### config.mk
export PLATFORM = sky130hd
export DESIGN_NAME = grouped_free_block_stack_top
export DESIGN_NICKNAME = d
export VERILOG_FILES = /design/src/hdl/gfbs_pkg.sv /design/src/hdl/gfbs_datapath.sv /design/src/hdl/gfbs_controller.sv /design/src/hdl/grouped_free_block_stack_top.sv
export SDC_FILE = /design/constraint.sdc
export NUM_CORES = 1
export LEC_CHECK = 0
export ABC_AREA = 1
export BUFFER_PORTS_ARGS = -buffer_cell sky130_fd_sc_hd__buf_2
export CORE_ASPECT_RATIO = 0.6
export CORE_MARGIN = 5
export CORE_UTILIZATION = 55
export CTS_CLUSTER_DIAMETER = 60
export DETAILED_ROUTE_END_ITERATION = 8
export GPL_ROUTABILITY_DRIVEN = 1
export PLACE_DENSITY_LB_ADDON = 0.12
export SETUP_SLACK_MARGIN = 0.2
export SLEW_MARGIN = 20
export SYNTH_ARGS = -nofsm -noshare
export SYNTH_HDL_FRONTEND = slang
export SYNTH_SLANG_ARGS = --single-unit
### constraint.sdc
create_clock -name clock -period 4.1 [get_ports clock]
set_clock_uncertainty 0.2 [all_clocks]
set_input_delay 0.41 -clock clock [delete_from_list [all_inputs] [get_ports clock]]
set_output_delay 0.41 -clock clock [all_outputs]
set_load 0.01 [all_outputs]
### src/hdl/gfbs_pkg.sv
// Package for the grouped free block stack.
// Holds operation and status codes, field widths and the controller/datapath
// command and status structs. No dependencies.
package gfbs_pkg;

   localparam int DEFAULT_STACK_DEPTH = 16;

   localparam int WORD_W      = 32;
   localparam int OP_W        = 2;
   localparam int STATUS_W    = 2;
   localparam int SPILL_IDX_W = 4;

   localparam logic [OP_W-1:0] OP_ALLOC   = 2'd0;
   localparam logic [OP_W-1:0] OP_RECLAIM = 2'd1;
   localparam logic [OP_W-1:0] OP_FILL    = 2'd2;
   localparam logic [OP_W-1:0] OP_CLEAR   = 2'd3;

   localparam logic [STATUS_W-1:0] STATUS_OK       = 2'd0;
   localparam logic [STATUS_W-1:0] STATUS_EMPTY    = 2'd1;
   localparam logic [STATUS_W-1:0] STATUS_BUSY     = 2'd2;
   localparam logic [STATUS_W-1:0] STATUS_BAD_FILL = 2'd3;

   localparam logic KIND_RESPONSE = 1'b0;
   localparam logic KIND_SPILL    = 1'b1;

   typedef struct packed {
      logic capture;
      logic execute;
      logic spill_start;
      logic spill_read;
      logic spill_load;
      logic spill_next;
      logic spill_end;
   } ctrl_cmd_type;

   typedef struct packed {
      logic spill_needed;
      logic spill_last;
   } dp_status_type;

endpackage

### src/hdl/gfbs_datapath.sv
// Datapath of the grouped free block stack: stack memory, counters and the
// result register. Depends on gfbs_pkg; driven by gfbs_controller commands.
module gfbs_datapath #(
   parameter int STACK_DEPTH = gfbs_pkg::DEFAULT_STACK_DEPTH
) (
   input  logic                                 clock,
   input  logic                                 reset,
   input  gfbs_pkg::ctrl_cmd_type               cmd,
   output gfbs_pkg::dp_status_type              status,
   input  logic [gfbs_pkg::OP_W-1:0]            req_operation,
   input  logic [gfbs_pkg::WORD_W-1:0]          req_freed_block,
   input  logic [gfbs_pkg::WORD_W-1:0]          req_fill_word,
   output logic                                 rsp_kind,
   output logic [gfbs_pkg::STATUS_W-1:0]        rsp_status,
   output logic [gfbs_pkg::WORD_W-1:0]          rsp_given_block,
   output logic                                 rsp_need_refill,
   output logic [gfbs_pkg::WORD_W-1:0]          rsp_spill_target,
   output logic [gfbs_pkg::SPILL_IDX_W-1:0]     rsp_spill_index,
   output logic [gfbs_pkg::WORD_W-1:0]          rsp_spill_value,
   output logic                                 rsp_last
);

   localparam int IDX_W = $clog2(STACK_DEPTH);
   localparam int CNT_W = $clog2(STACK_DEPTH + 1);
   localparam logic [CNT_W-1:0] FULL_COUNT = CNT_W'(STACK_DEPTH);
   localparam logic [IDX_W-1:0] LAST_IDX   = IDX_W'(STACK_DEPTH - 1);

   logic [gfbs_pkg::WORD_W-1:0] stack_mem_ff [STACK_DEPTH];
   logic [gfbs_pkg::WORD_W-1:0] rd_data_ff;

   logic [gfbs_pkg::OP_W-1:0]   op_ff;
   logic [gfbs_pkg::WORD_W-1:0] freed_ff;
   logic [gfbs_pkg::WORD_W-1:0] word_ff;

   logic [CNT_W-1:0]            count_ff, count_in;
   logic [gfbs_pkg::WORD_W-1:0] final_ff, final_in;
   logic                        refilling_ff, refilling_in;
   logic [IDX_W-1:0]            fill_pos_ff, fill_pos_in;
   logic [IDX_W-1:0]            spill_cnt_ff, spill_cnt_in;

   logic                           kind_ff, kind_in;
   logic [gfbs_pkg::STATUS_W-1:0]  status_ff, status_in;
   logic [gfbs_pkg::WORD_W-1:0]    given_ff, given_in;
   logic                           need_ff, need_in;
   logic [gfbs_pkg::WORD_W-1:0]    target_ff, target_in;
   logic [gfbs_pkg::SPILL_IDX_W-1:0] index_ff, index_in;
   logic [gfbs_pkg::WORD_W-1:0]    value_ff, value_in;
   logic                           last_ff, last_in;

   logic                        wr_en;
   logic [IDX_W-1:0]            wr_addr;
   logic [gfbs_pkg::WORD_W-1:0] wr_data;
   logic [CNT_W-1:0]            count_dec;
   logic [IDX_W-1:0]            rd_addr;

   assign count_dec = count_ff - 1'b1;
   assign rd_addr   = cmd.spill_read ? spill_cnt_ff : count_dec[IDX_W-1:0];

   assign status.spill_needed = (op_ff == gfbs_pkg::OP_RECLAIM) && !refilling_ff &&
                                (count_ff == FULL_COUNT);
   assign status.spill_last   = (spill_cnt_ff == LAST_IDX);

   always_comb begin
      count_in     = count_ff;
      final_in     = final_ff;
      refilling_in = refilling_ff;
      fill_pos_in  = fill_pos_ff;
      spill_cnt_in = spill_cnt_ff;
      wr_en        = 1'b0;
      wr_addr      = count_ff[IDX_W-1:0];
      wr_data      = freed_ff;
      kind_in      = kind_ff;
      status_in    = status_ff;
      given_in     = given_ff;
      need_in      = need_ff;
      target_in    = target_ff;
      index_in     = index_ff;
      value_in     = value_ff;
      last_in      = last_ff;

      if (cmd.execute || cmd.spill_end) begin
         kind_in   = gfbs_pkg::KIND_RESPONSE;
         status_in = gfbs_pkg::STATUS_OK;
         given_in  = '0;
         need_in   = 1'b0;
         target_in = '0;
         index_in  = '0;
         value_in  = '0;
         last_in   = 1'b1;
      end

      if (cmd.execute) begin
         if (refilling_ff && (op_ff != gfbs_pkg::OP_FILL)) begin
            status_in = gfbs_pkg::STATUS_BUSY;
         end else begin
            case (op_ff)
               gfbs_pkg::OP_FILL: begin
                  if (!refilling_ff) begin
                     status_in = gfbs_pkg::STATUS_BAD_FILL;
                  end else begin
                     wr_en   = 1'b1;
                     wr_addr = fill_pos_ff;
                     wr_data = word_ff;
                     if (fill_pos_ff == LAST_IDX) begin
                        refilling_in = 1'b0;
                        fill_pos_in  = '0;
                        count_in     = FULL_COUNT;
                     end else begin
                        fill_pos_in = fill_pos_ff + 1'b1;
                     end
                  end
               end
               gfbs_pkg::OP_ALLOC: begin
                  if (count_ff == '0) begin
                     status_in = gfbs_pkg::STATUS_EMPTY;
                  end else begin
                     given_in = rd_data_ff;
                     if ((count_ff == CNT_W'(1)) && (rd_data_ff != final_ff)) begin
                        count_in     = '0;
                        refilling_in = 1'b1;
                        fill_pos_in  = '0;
                        need_in      = 1'b1;
                     end else begin
                        count_in = count_dec;
                     end
                  end
               end
               gfbs_pkg::OP_RECLAIM: begin
                  if (count_ff == '0) begin
                     final_in = freed_ff;
                  end
                  wr_en    = 1'b1;
                  count_in = count_ff + 1'b1;
               end
               gfbs_pkg::OP_CLEAR: begin
                  count_in = '0;
               end
            endcase
         end
      end

      if (cmd.spill_start) begin
         spill_cnt_in = '0;
      end
      if (cmd.spill_next) begin
         spill_cnt_in = spill_cnt_ff + 1'b1;
      end
      if (cmd.spill_load) begin
         kind_in   = gfbs_pkg::KIND_SPILL;
         status_in = gfbs_pkg::STATUS_OK;
         given_in  = '0;
         need_in   = 1'b0;
         target_in = freed_ff;
         index_in  = gfbs_pkg::SPILL_IDX_W'(spill_cnt_ff);
         value_in  = rd_data_ff;
         last_in   = 1'b0;
      end
      if (cmd.spill_end) begin
         wr_en    = 1'b1;
         wr_addr  = '0;
         count_in = CNT_W'(1);
      end
   end

   always_ff @(posedge clock) begin
      rd_data_ff <= stack_mem_ff[rd_addr];
      if (wr_en) begin
         stack_mem_ff[wr_addr] <= wr_data;
      end
   end

   always_ff @(posedge clock) begin
      if (cmd.capture) begin
         op_ff    <= req_operation;
         freed_ff <= req_freed_block;
         word_ff  <= req_fill_word;
      end
      kind_ff   <= kind_in;
      status_ff <= status_in;
      given_ff  <= given_in;
      need_ff   <= need_in;
      target_ff <= target_in;
      index_ff  <= index_in;
      value_ff  <= value_in;
      last_ff   <= last_in;
   end

   always_ff @(posedge clock) begin
      if (reset) begin
         count_ff     <= '0;
         final_ff     <= '0;
         refilling_ff <= 1'b0;
         fill_pos_ff  <= '0;
         spill_cnt_ff <= '0;
      end else begin
         count_ff     <= count_in;
         final_ff     <= final_in;
         refilling_ff <= refilling_in;
         fill_pos_ff  <= fill_pos_in;
         spill_cnt_ff <= spill_cnt_in;
      end
   end

   assign rsp_kind         = kind_ff;
   assign rsp_status       = status_ff;
   assign rsp_given_block  = given_ff;
   assign rsp_need_refill  = need_ff;
   assign rsp_spill_target = target_ff;
   assign rsp_spill_index  = index_ff;
   assign rsp_spill_value  = value_ff;
   assign rsp_last         = last_ff;

endmodule

### src/hdl/gfbs_controller.sv
// Controller of the grouped free block stack: sequences accept, execute,
// spill and response transfers. Depends on gfbs_pkg.
module gfbs_controller (
   input  logic                    clock,
   input  logic                    reset,
   input  logic                    req_valid,
   output logic                    req_stall,
   output logic                    rsp_valid,
   input  logic                    rsp_stall,
   input  gfbs_pkg::dp_status_type status,
   output gfbs_pkg::ctrl_cmd_type  cmd
);

   typedef enum logic [2:0] {
      ST_IDLE,
      ST_EXEC,
      ST_SPILL_RD,
      ST_SPILL_LD,
      ST_SPILL_OUT,
      ST_RESP
   } state_type;

   state_type state_ff;
   logic      rsp_valid_ff;

   assign req_stall = (state_ff != ST_IDLE);
   assign rsp_valid = rsp_valid_ff;

   always_comb begin
      cmd             = '0;
      cmd.capture     = (state_ff == ST_IDLE) && req_valid;
      cmd.execute     = (state_ff == ST_EXEC) && !status.spill_needed;
      cmd.spill_start = (state_ff == ST_EXEC) && status.spill_needed;
      cmd.spill_read  = (state_ff == ST_SPILL_RD) || (state_ff == ST_SPILL_LD) ||
                        (state_ff == ST_SPILL_OUT);
      cmd.spill_load  = (state_ff == ST_SPILL_LD);
      cmd.spill_next  = (state_ff == ST_SPILL_OUT) && !rsp_stall && !status.spill_last;
      cmd.spill_end   = (state_ff == ST_SPILL_OUT) && !rsp_stall && status.spill_last;
   end

   always_ff @(posedge clock) begin
      if (reset) begin
         state_ff     <= ST_IDLE;
         rsp_valid_ff <= 1'b0;
      end else begin
         unique case (state_ff)
            ST_IDLE: begin
               if (req_valid) begin
                  state_ff <= ST_EXEC;
               end
            end
            ST_EXEC: begin
               if (status.spill_needed) begin
                  state_ff <= ST_SPILL_RD;
               end else begin
                  state_ff     <= ST_RESP;
                  rsp_valid_ff <= 1'b1;
               end
            end
            ST_SPILL_RD: begin
               state_ff <= ST_SPILL_LD;
            end
            ST_SPILL_LD: begin
               state_ff     <= ST_SPILL_OUT;
               rsp_valid_ff <= 1'b1;
            end
            ST_SPILL_OUT: begin
               if (!rsp_stall) begin
                  if (status.spill_last) begin
                     state_ff <= ST_RESP;
                  end else begin
                     state_ff     <= ST_SPILL_RD;
                     rsp_valid_ff <= 1'b0;
                  end
               end
            end
            ST_RESP: begin
               if (!rsp_stall) begin
                  state_ff     <= ST_IDLE;
                  rsp_valid_ff <= 1'b0;
               end
            end
            default: begin
               state_ff     <= ST_IDLE;
               rsp_valid_ff <= 1'b0;
            end
         endcase
      end
   end

endmodule

### src/hdl/grouped_free_block_stack_top.sv
// Top level of the grouped free block stack.
// Instantiates gfbs_controller and gfbs_datapath; depends on gfbs_pkg.
//
// The request channel carries an operation (allocate, reclaim, fill word,
// clear) with a freed block number and a fill word. The response channel
// returns one operation response per request, marked last, preceded on a
// full-stack reclaim by STACK_DEPTH spill words (kind set, index 0 upward)
// that the caller writes into the reclaimed block.
// One request is handled at a time. A request transfer moves the controller
// into its execute state, where the operation runs on the registered read of
// the stack memory and its outcome is loaded into the result register, which
// drives the response outputs. A full-stack reclaim first passes each spill
// word through a read, a load and an output state, in that order.
// While the receiver stalls, the current result holds and no request is
// accepted. Synchronous reset empties the stack, clears the final block and
// the refill state and drops rsp_valid; the stack memory itself is not
// cleared, and no entry's value is used before it has been written.
module grouped_free_block_stack_top #(
   parameter int STACK_DEPTH = gfbs_pkg::DEFAULT_STACK_DEPTH
) (
   input  logic                                 clock,
   input  logic                                 reset,
   input  logic                                 req_valid,
   output logic                                 req_stall,
   input  logic [gfbs_pkg::OP_W-1:0]            req_operation,
   input  logic [gfbs_pkg::WORD_W-1:0]          req_freed_block,
   input  logic [gfbs_pkg::WORD_W-1:0]          req_fill_word,
   output logic                                 rsp_valid,
   input  logic                                 rsp_stall,
   output logic                                 rsp_kind,
   output logic [gfbs_pkg::STATUS_W-1:0]        rsp_status,
   output logic [gfbs_pkg::WORD_W-1:0]          rsp_given_block,
   output logic                                 rsp_need_refill,
   output logic [gfbs_pkg::WORD_W-1:0]          rsp_spill_target,
   output logic [gfbs_pkg::SPILL_IDX_W-1:0]     rsp_spill_index,
   output logic [gfbs_pkg::WORD_W-1:0]          rsp_spill_value,
   output logic                                 rsp_last
);

   gfbs_pkg::ctrl_cmd_type  cmd;
   gfbs_pkg::dp_status_type status;

   gfbs_controller u_controller (
      .clock     (clock),
      .reset     (reset),
      .req_valid (req_valid),
      .req_stall (req_stall),
      .rsp_valid (rsp_valid),
      .rsp_stall (rsp_stall),
      .status    (status),
      .cmd       (cmd)
   );

   gfbs_datapath #(
      .STACK_DEPTH (STACK_DEPTH)
   ) u_datapath (
      .clock            (clock),
      .reset            (reset),
      .cmd              (cmd),
      .status           (status),
      .req_operation    (req_operation),
      .req_freed_block  (req_freed_block),
      .req_fill_word    (req_fill_word),
      .rsp_kind         (rsp_kind),
      .rsp_status       (rsp_status),
      .rsp_given_block  (rsp_given_block),
      .rsp_need_refill  (rsp_need_refill),
      .rsp_spill_target (rsp_spill_target),
      .rsp_spill_index  (rsp_spill_index),
      .rsp_spill_value  (rsp_spill_value),
      .rsp_last         (rsp_last)
   );

   a_no_accept_with_result: assert property (
      @(posedge clock) disable iff (reset)
      (req_valid && !req_stall) |-> !rsp_valid
   ) else $error("request transfer while a result is pending");

   a_spill_not_last: assert property (
      @(posedge clock) disable iff (reset)
      (rsp_valid && (rsp_kind == gfbs_pkg::KIND_SPILL)) |-> !rsp_last
   ) else $error("spill word marked last");

   a_refill_only_on_ok: assert property (
      @(posedge clock) disable iff (reset)
      (rsp_valid && rsp_need_refill) |->
         ((rsp_status == gfbs_pkg::STATUS_OK) && (rsp_kind == gfbs_pkg::KIND_RESPONSE))
   ) else $error("refill request on a failed or spill result");

   a_ready_after_last: assert property (
      @(posedge clock) disable iff (reset)
      (rsp_valid && !rsp_stall && rsp_last) |=> !req_stall
   ) else $error("request channel not ready after the final result transfer");

endmodule
==> impl_summary.txt <==
----------------------------------------------------
[Global routing]
  Via count of the first global-routing pass ... 19.1k
  Grt met2 use ... 40.2%
  Aggregate global routing overflow ... 0
  First-pass GRT wire length ... 112 mm
  Antenna violations before repair ... 0
  Grt met3 use ... 4.20%
  Peak-usage layer in the global routing report ... met2
  Largest net degree at the start of global routing ... 146
  Met1 Resource Use GR ... 33.9%
  Global routing usage summed across all routing layers ... 24.5%

[Worst setup path]
  Destination of the worst register-to-register timing path ... u_datapath.stack_mem_ff[10][5]
  Endpoint required time on the critical path ... 4120 ps
  Critical path peak fanout ... 32
  Data arrival at the endpoint of the critical path ... 3600 ps
  Worst-case register-to-register setup slack ... 520 ps
  Number of cells on the worst reg-to-reg path ... 11
  Type of the setup path with the least slack ... reg -> reg
  Critical Path Start Type ... register
  Reg2reg start ... u_datapath.op_ff[0]
  Kind of capture point of the worst setup path ... register

[Cells and area]
  FF/Latch Area ... 21800 µm²
  Final core area utilization ... 64.3%
  Top library cells by usage in the layout, fill and taps aside ... 646 x edfxtp_1, 260 x nor2_1, 239 x o21ai_1
  Area of the multi-input gates ... 6850 µm²
  Proportion of layout cells with a drive suffix above 1 ... 15.7%
  # fillers ... 4025
  Antenna diode instance count ... 0
  Layout overhead on the synthesized area ... 16.3%
  Most frequent standard cell in the layout excluding fill and tap cells ... edfxtp_1
  Layout Nets ... 2728
  Finished Cell Area ... 34700 µm²

[Timing]
  Final Hold Fails ... 0
  Final period util ... 87.4%
  Final worst hold slack ... 86.0 ps
  Slew at the pin with the worst max-slew slack ... 1010 ps
  Total of endpoints with negative setup slack in the final report ... 0
  Fin. max-slew vios ... 0
  RSZ-0062 raised after global routing ... false
  Setup Total Neg Slack ... 0 ps
  Crit path setup slack, layout ... 516 ps
  Highest clock rate ... 279 MHz
  Shortest clock period the worst path allows after layout ... 3580 ps
  Headroom to the max-slew limit ... 32.4%

[Job]
  Max-cap violations ... 0

[Yosys]
  Syn Nets ... 2473
  Number of unique standard cell types used by synthesis ... 36
  Post-synthesis cell area ... 29800 µm²
  Fraction of synthesized area in multiplexers ... 0%
  Fraction of the mapped netlist area in compound gates ... 12.4%
  Area share of fa/ha/maj cells after synthesis ... 0.336%
  Synth Area in XOR/XNOR ... 0.823%
  Cell taking the most area after synthesis ... edfxtp_1
  Main combinational cell family by area after synthesis ... compound AO/OA/AOI/OAI gates
  Total of flip-flops plus latches after synthesis ... 765
  Post-Synthesis Mean Instance Area ... 12.4 µm²
  Count of yosys warnings during synthesis ... 0
  Yosys top cell area share ... 65.1%
  Leading post-synthesis cells by cell area ... edfxtp_1 65%, dfxtp_1 8.0%, o21ai_1 4.0%
  Post-Synth Simple-Gate Area ... 8.82%
  Sequential cell area fraction in the yosys report ... 73.1%
  Number of instances in the synthesized netlist ... 2395

[CTS]
  Count of clock tree sinks ... 765
  Clock slew seen by the registers of the worst setup and hold paths ... 60 ps
  Num CTS Buffers ... 68
  CTS root buffer ... clkbuf_16
  Clk Latency, worst-skew pair ... 590 ps
  CTS-repair resized insts ... 0
  TritonCTS clock tree ... yes
  Count of buffers added by post-CTS timing repair for setup ... 0
  Count of hold-fix buffers inserted at cts ... 68
  Largest buffer count on any clock path ... 3
  H-tree depth ... 3

[Detailed routing]
  Total wire length ... 73.1 mm
  TritonRoute pass-1 iters ... 6
  Antenna-violating nets left ... 0
  Average wire per cell in the routed design ... 21.4 µm
  Drt via density ... 5.64
  First-iteration detailed-routing DRC count ... 2048
  Post-detailed-route DRC marker count ... 0
  Routed vias ... 19.3k

[Floorplanning]
  Overall die width ... 311 µm
  Core area ... 53900 µm²
  Initial standard-cell utilization of the core ... 55.3%
  Number of top-level pins ... 177
  Number of core rows ... 66
  Die H ... 190 µm
  Overall die area ... 59100 µm²

[Hold path]
  Worst hold path endpoint ... u_controller.state_ff[1]
  Min-Delay Startpoint ... req_valid
  Cell depth of the worst hold path ... 3
  Worst min-delay path category ... in -> reg

[Pwr]
  Cell area power density ... 750 nW/µm²
  IR Drop Worst-Case VDD ... 0.000537 V
  Leakage ... 12.4 nW

[Place]
  Final weighted congestion of routability-driven global placement ... 0.895
  DP HPWL ... 43.8 mm
  Post-Place Worst Slack ... 550 ps
  I/O Buffers ... 176
  Post-DP Area ... 31900 µm²

[Outcome]
  Run status ... finished, final reports clean

----------------------------------------------------
synthesized netlist by cell type:
library cell  number
xnor2_1           23
buf_2             70
o21bai_1          60
inv_2             41
o21a_1             2
dfxtp_1          119
nor4_4             1
or2_0             29
nand3_1          118
o32ai_1            1
buf_1              2
nor2_2             2
nor2_4             1
o211ai_1         110
o21ai_0          146
nor4_1             1
nor2_1           277
or2_1              6
inv_1            148
or2_2              1
ha_1               8
buf_4             13
o2111ai_1          1
nor3_1             4
nand2_1          173
o21ai_1          241
a31oi_1            1
xor2_1             5
a21oi_1           86
o31ai_1            1
o21ai_2            1
edfxtp_1         646
nand3_2            1
nand4_1            2
nand2_2            5
clkbuf_1          49
power by group:
group	internal [mW]	switching (mW)	total (mW)	leakage, nW
registers	9.74	0.411	10.2	6.86
clock network	3.43	2.71	6.14	1.05
logic	3.02	6.69	9.71	4.53
total	16.2	9.82	26.0	12.4
cell type report:
class	count	share of cell area, %
Sequential cell	765	62.8
Inverter	189	2.06
Timing Repair Buffer	319	6.67
Clock buffer	98	5.83
Clock inverter	22	0.296
Tap cell	714	2.58
Multi-Input combinational cell	1307	19.8
metrics by stage:
stage	power, mW	instances
6_report	26.0	3414
5_1_grt	27.5	3414
4_1_cts	26.1	3414
3_5_place_dp	20.0	3226
3_3_place_gp	19.8	3226
2_1_floorplan	16.5	2395
layer usage:
layer	share of wire (%)	wire (µm)	vias to the layer above
met3	6.4	4640	136
li1	-	-	9040
met2	48	35100	676
met5	0	0	-
met1	43	31100	9409
met4	3.1	2300	0
kinds of logic (layout without fill, tap and decap cells):
logic type	count (synthesis)	after routing
xor+xnor	28	28
fa+ha+maj	8	8
compound gates	650	650
simple gates	621	621
buf+inv	323	628
flops	765	765
worst max path at each step:
| stage | start | endpoint |
|---|---|---|
| 6_report | u_datapath.op_ff[0] | u_datapath.stack_mem_ff[10][5] |
| 5_1_grt | u_datapath.op_ff[0] | u_datapath.stack_mem_ff[14][17] |
| 4_1_cts | u_datapath.op_ff[0] | u_datapath.stack_mem_ff[14][17] |
| 3_5_place_dp | u_datapath.op_ff[0] | u_datapath.stack_mem_ff[10][18] |
| 3_3_place_gp | u_datapath.op_ff[0] | u_datapath.stack_mem_ff[9][18] |
| 2_1_floorplan | u_datapath.op_ff[0] | u_datapath.stack_mem_ff[12][0] |
state kept, by name, summed over array words and instances, names as in the netlist:
register	count
u_datapath.stack_mem_ff	512
u_datapath.final_ff	32
u_datapath.freed_ff	32
u_datapath.rd_data_ff	32
u_datapath.rsp_given_block	32
u_datapath.rsp_spill_target	32
u_datapath.rsp_spill_value	32
u_datapath.word_ff	32
u_datapath.count_ff	5
u_datapath.fill_pos_ff	4
u_datapath.rsp_spill_index	4
u_datapath.spill_cnt_ff	4
u_controller.state_ff	3
u_datapath.op_ff	2
u_datapath.rsp_status	2
u_controller.rsp_valid	1
u_datapath.refilling_ff	1
u_datapath.rsp_kind	1
u_datapath.rsp_last	1
u_datapath.rsp_need_refill	1
worst max-delay path: stages, from the launching register on:
cell and delay [ps]:
edfxtp_1 430, nor2_1 410, inv_1 120, ha_1 280, nor2_2 180, nand3_2 170
nand2_1 110, nand2_1 50, nor2_1 210, nand3_1 360, nor2_4 170, buf_4 470
Power figures use the tool's default switching activity.
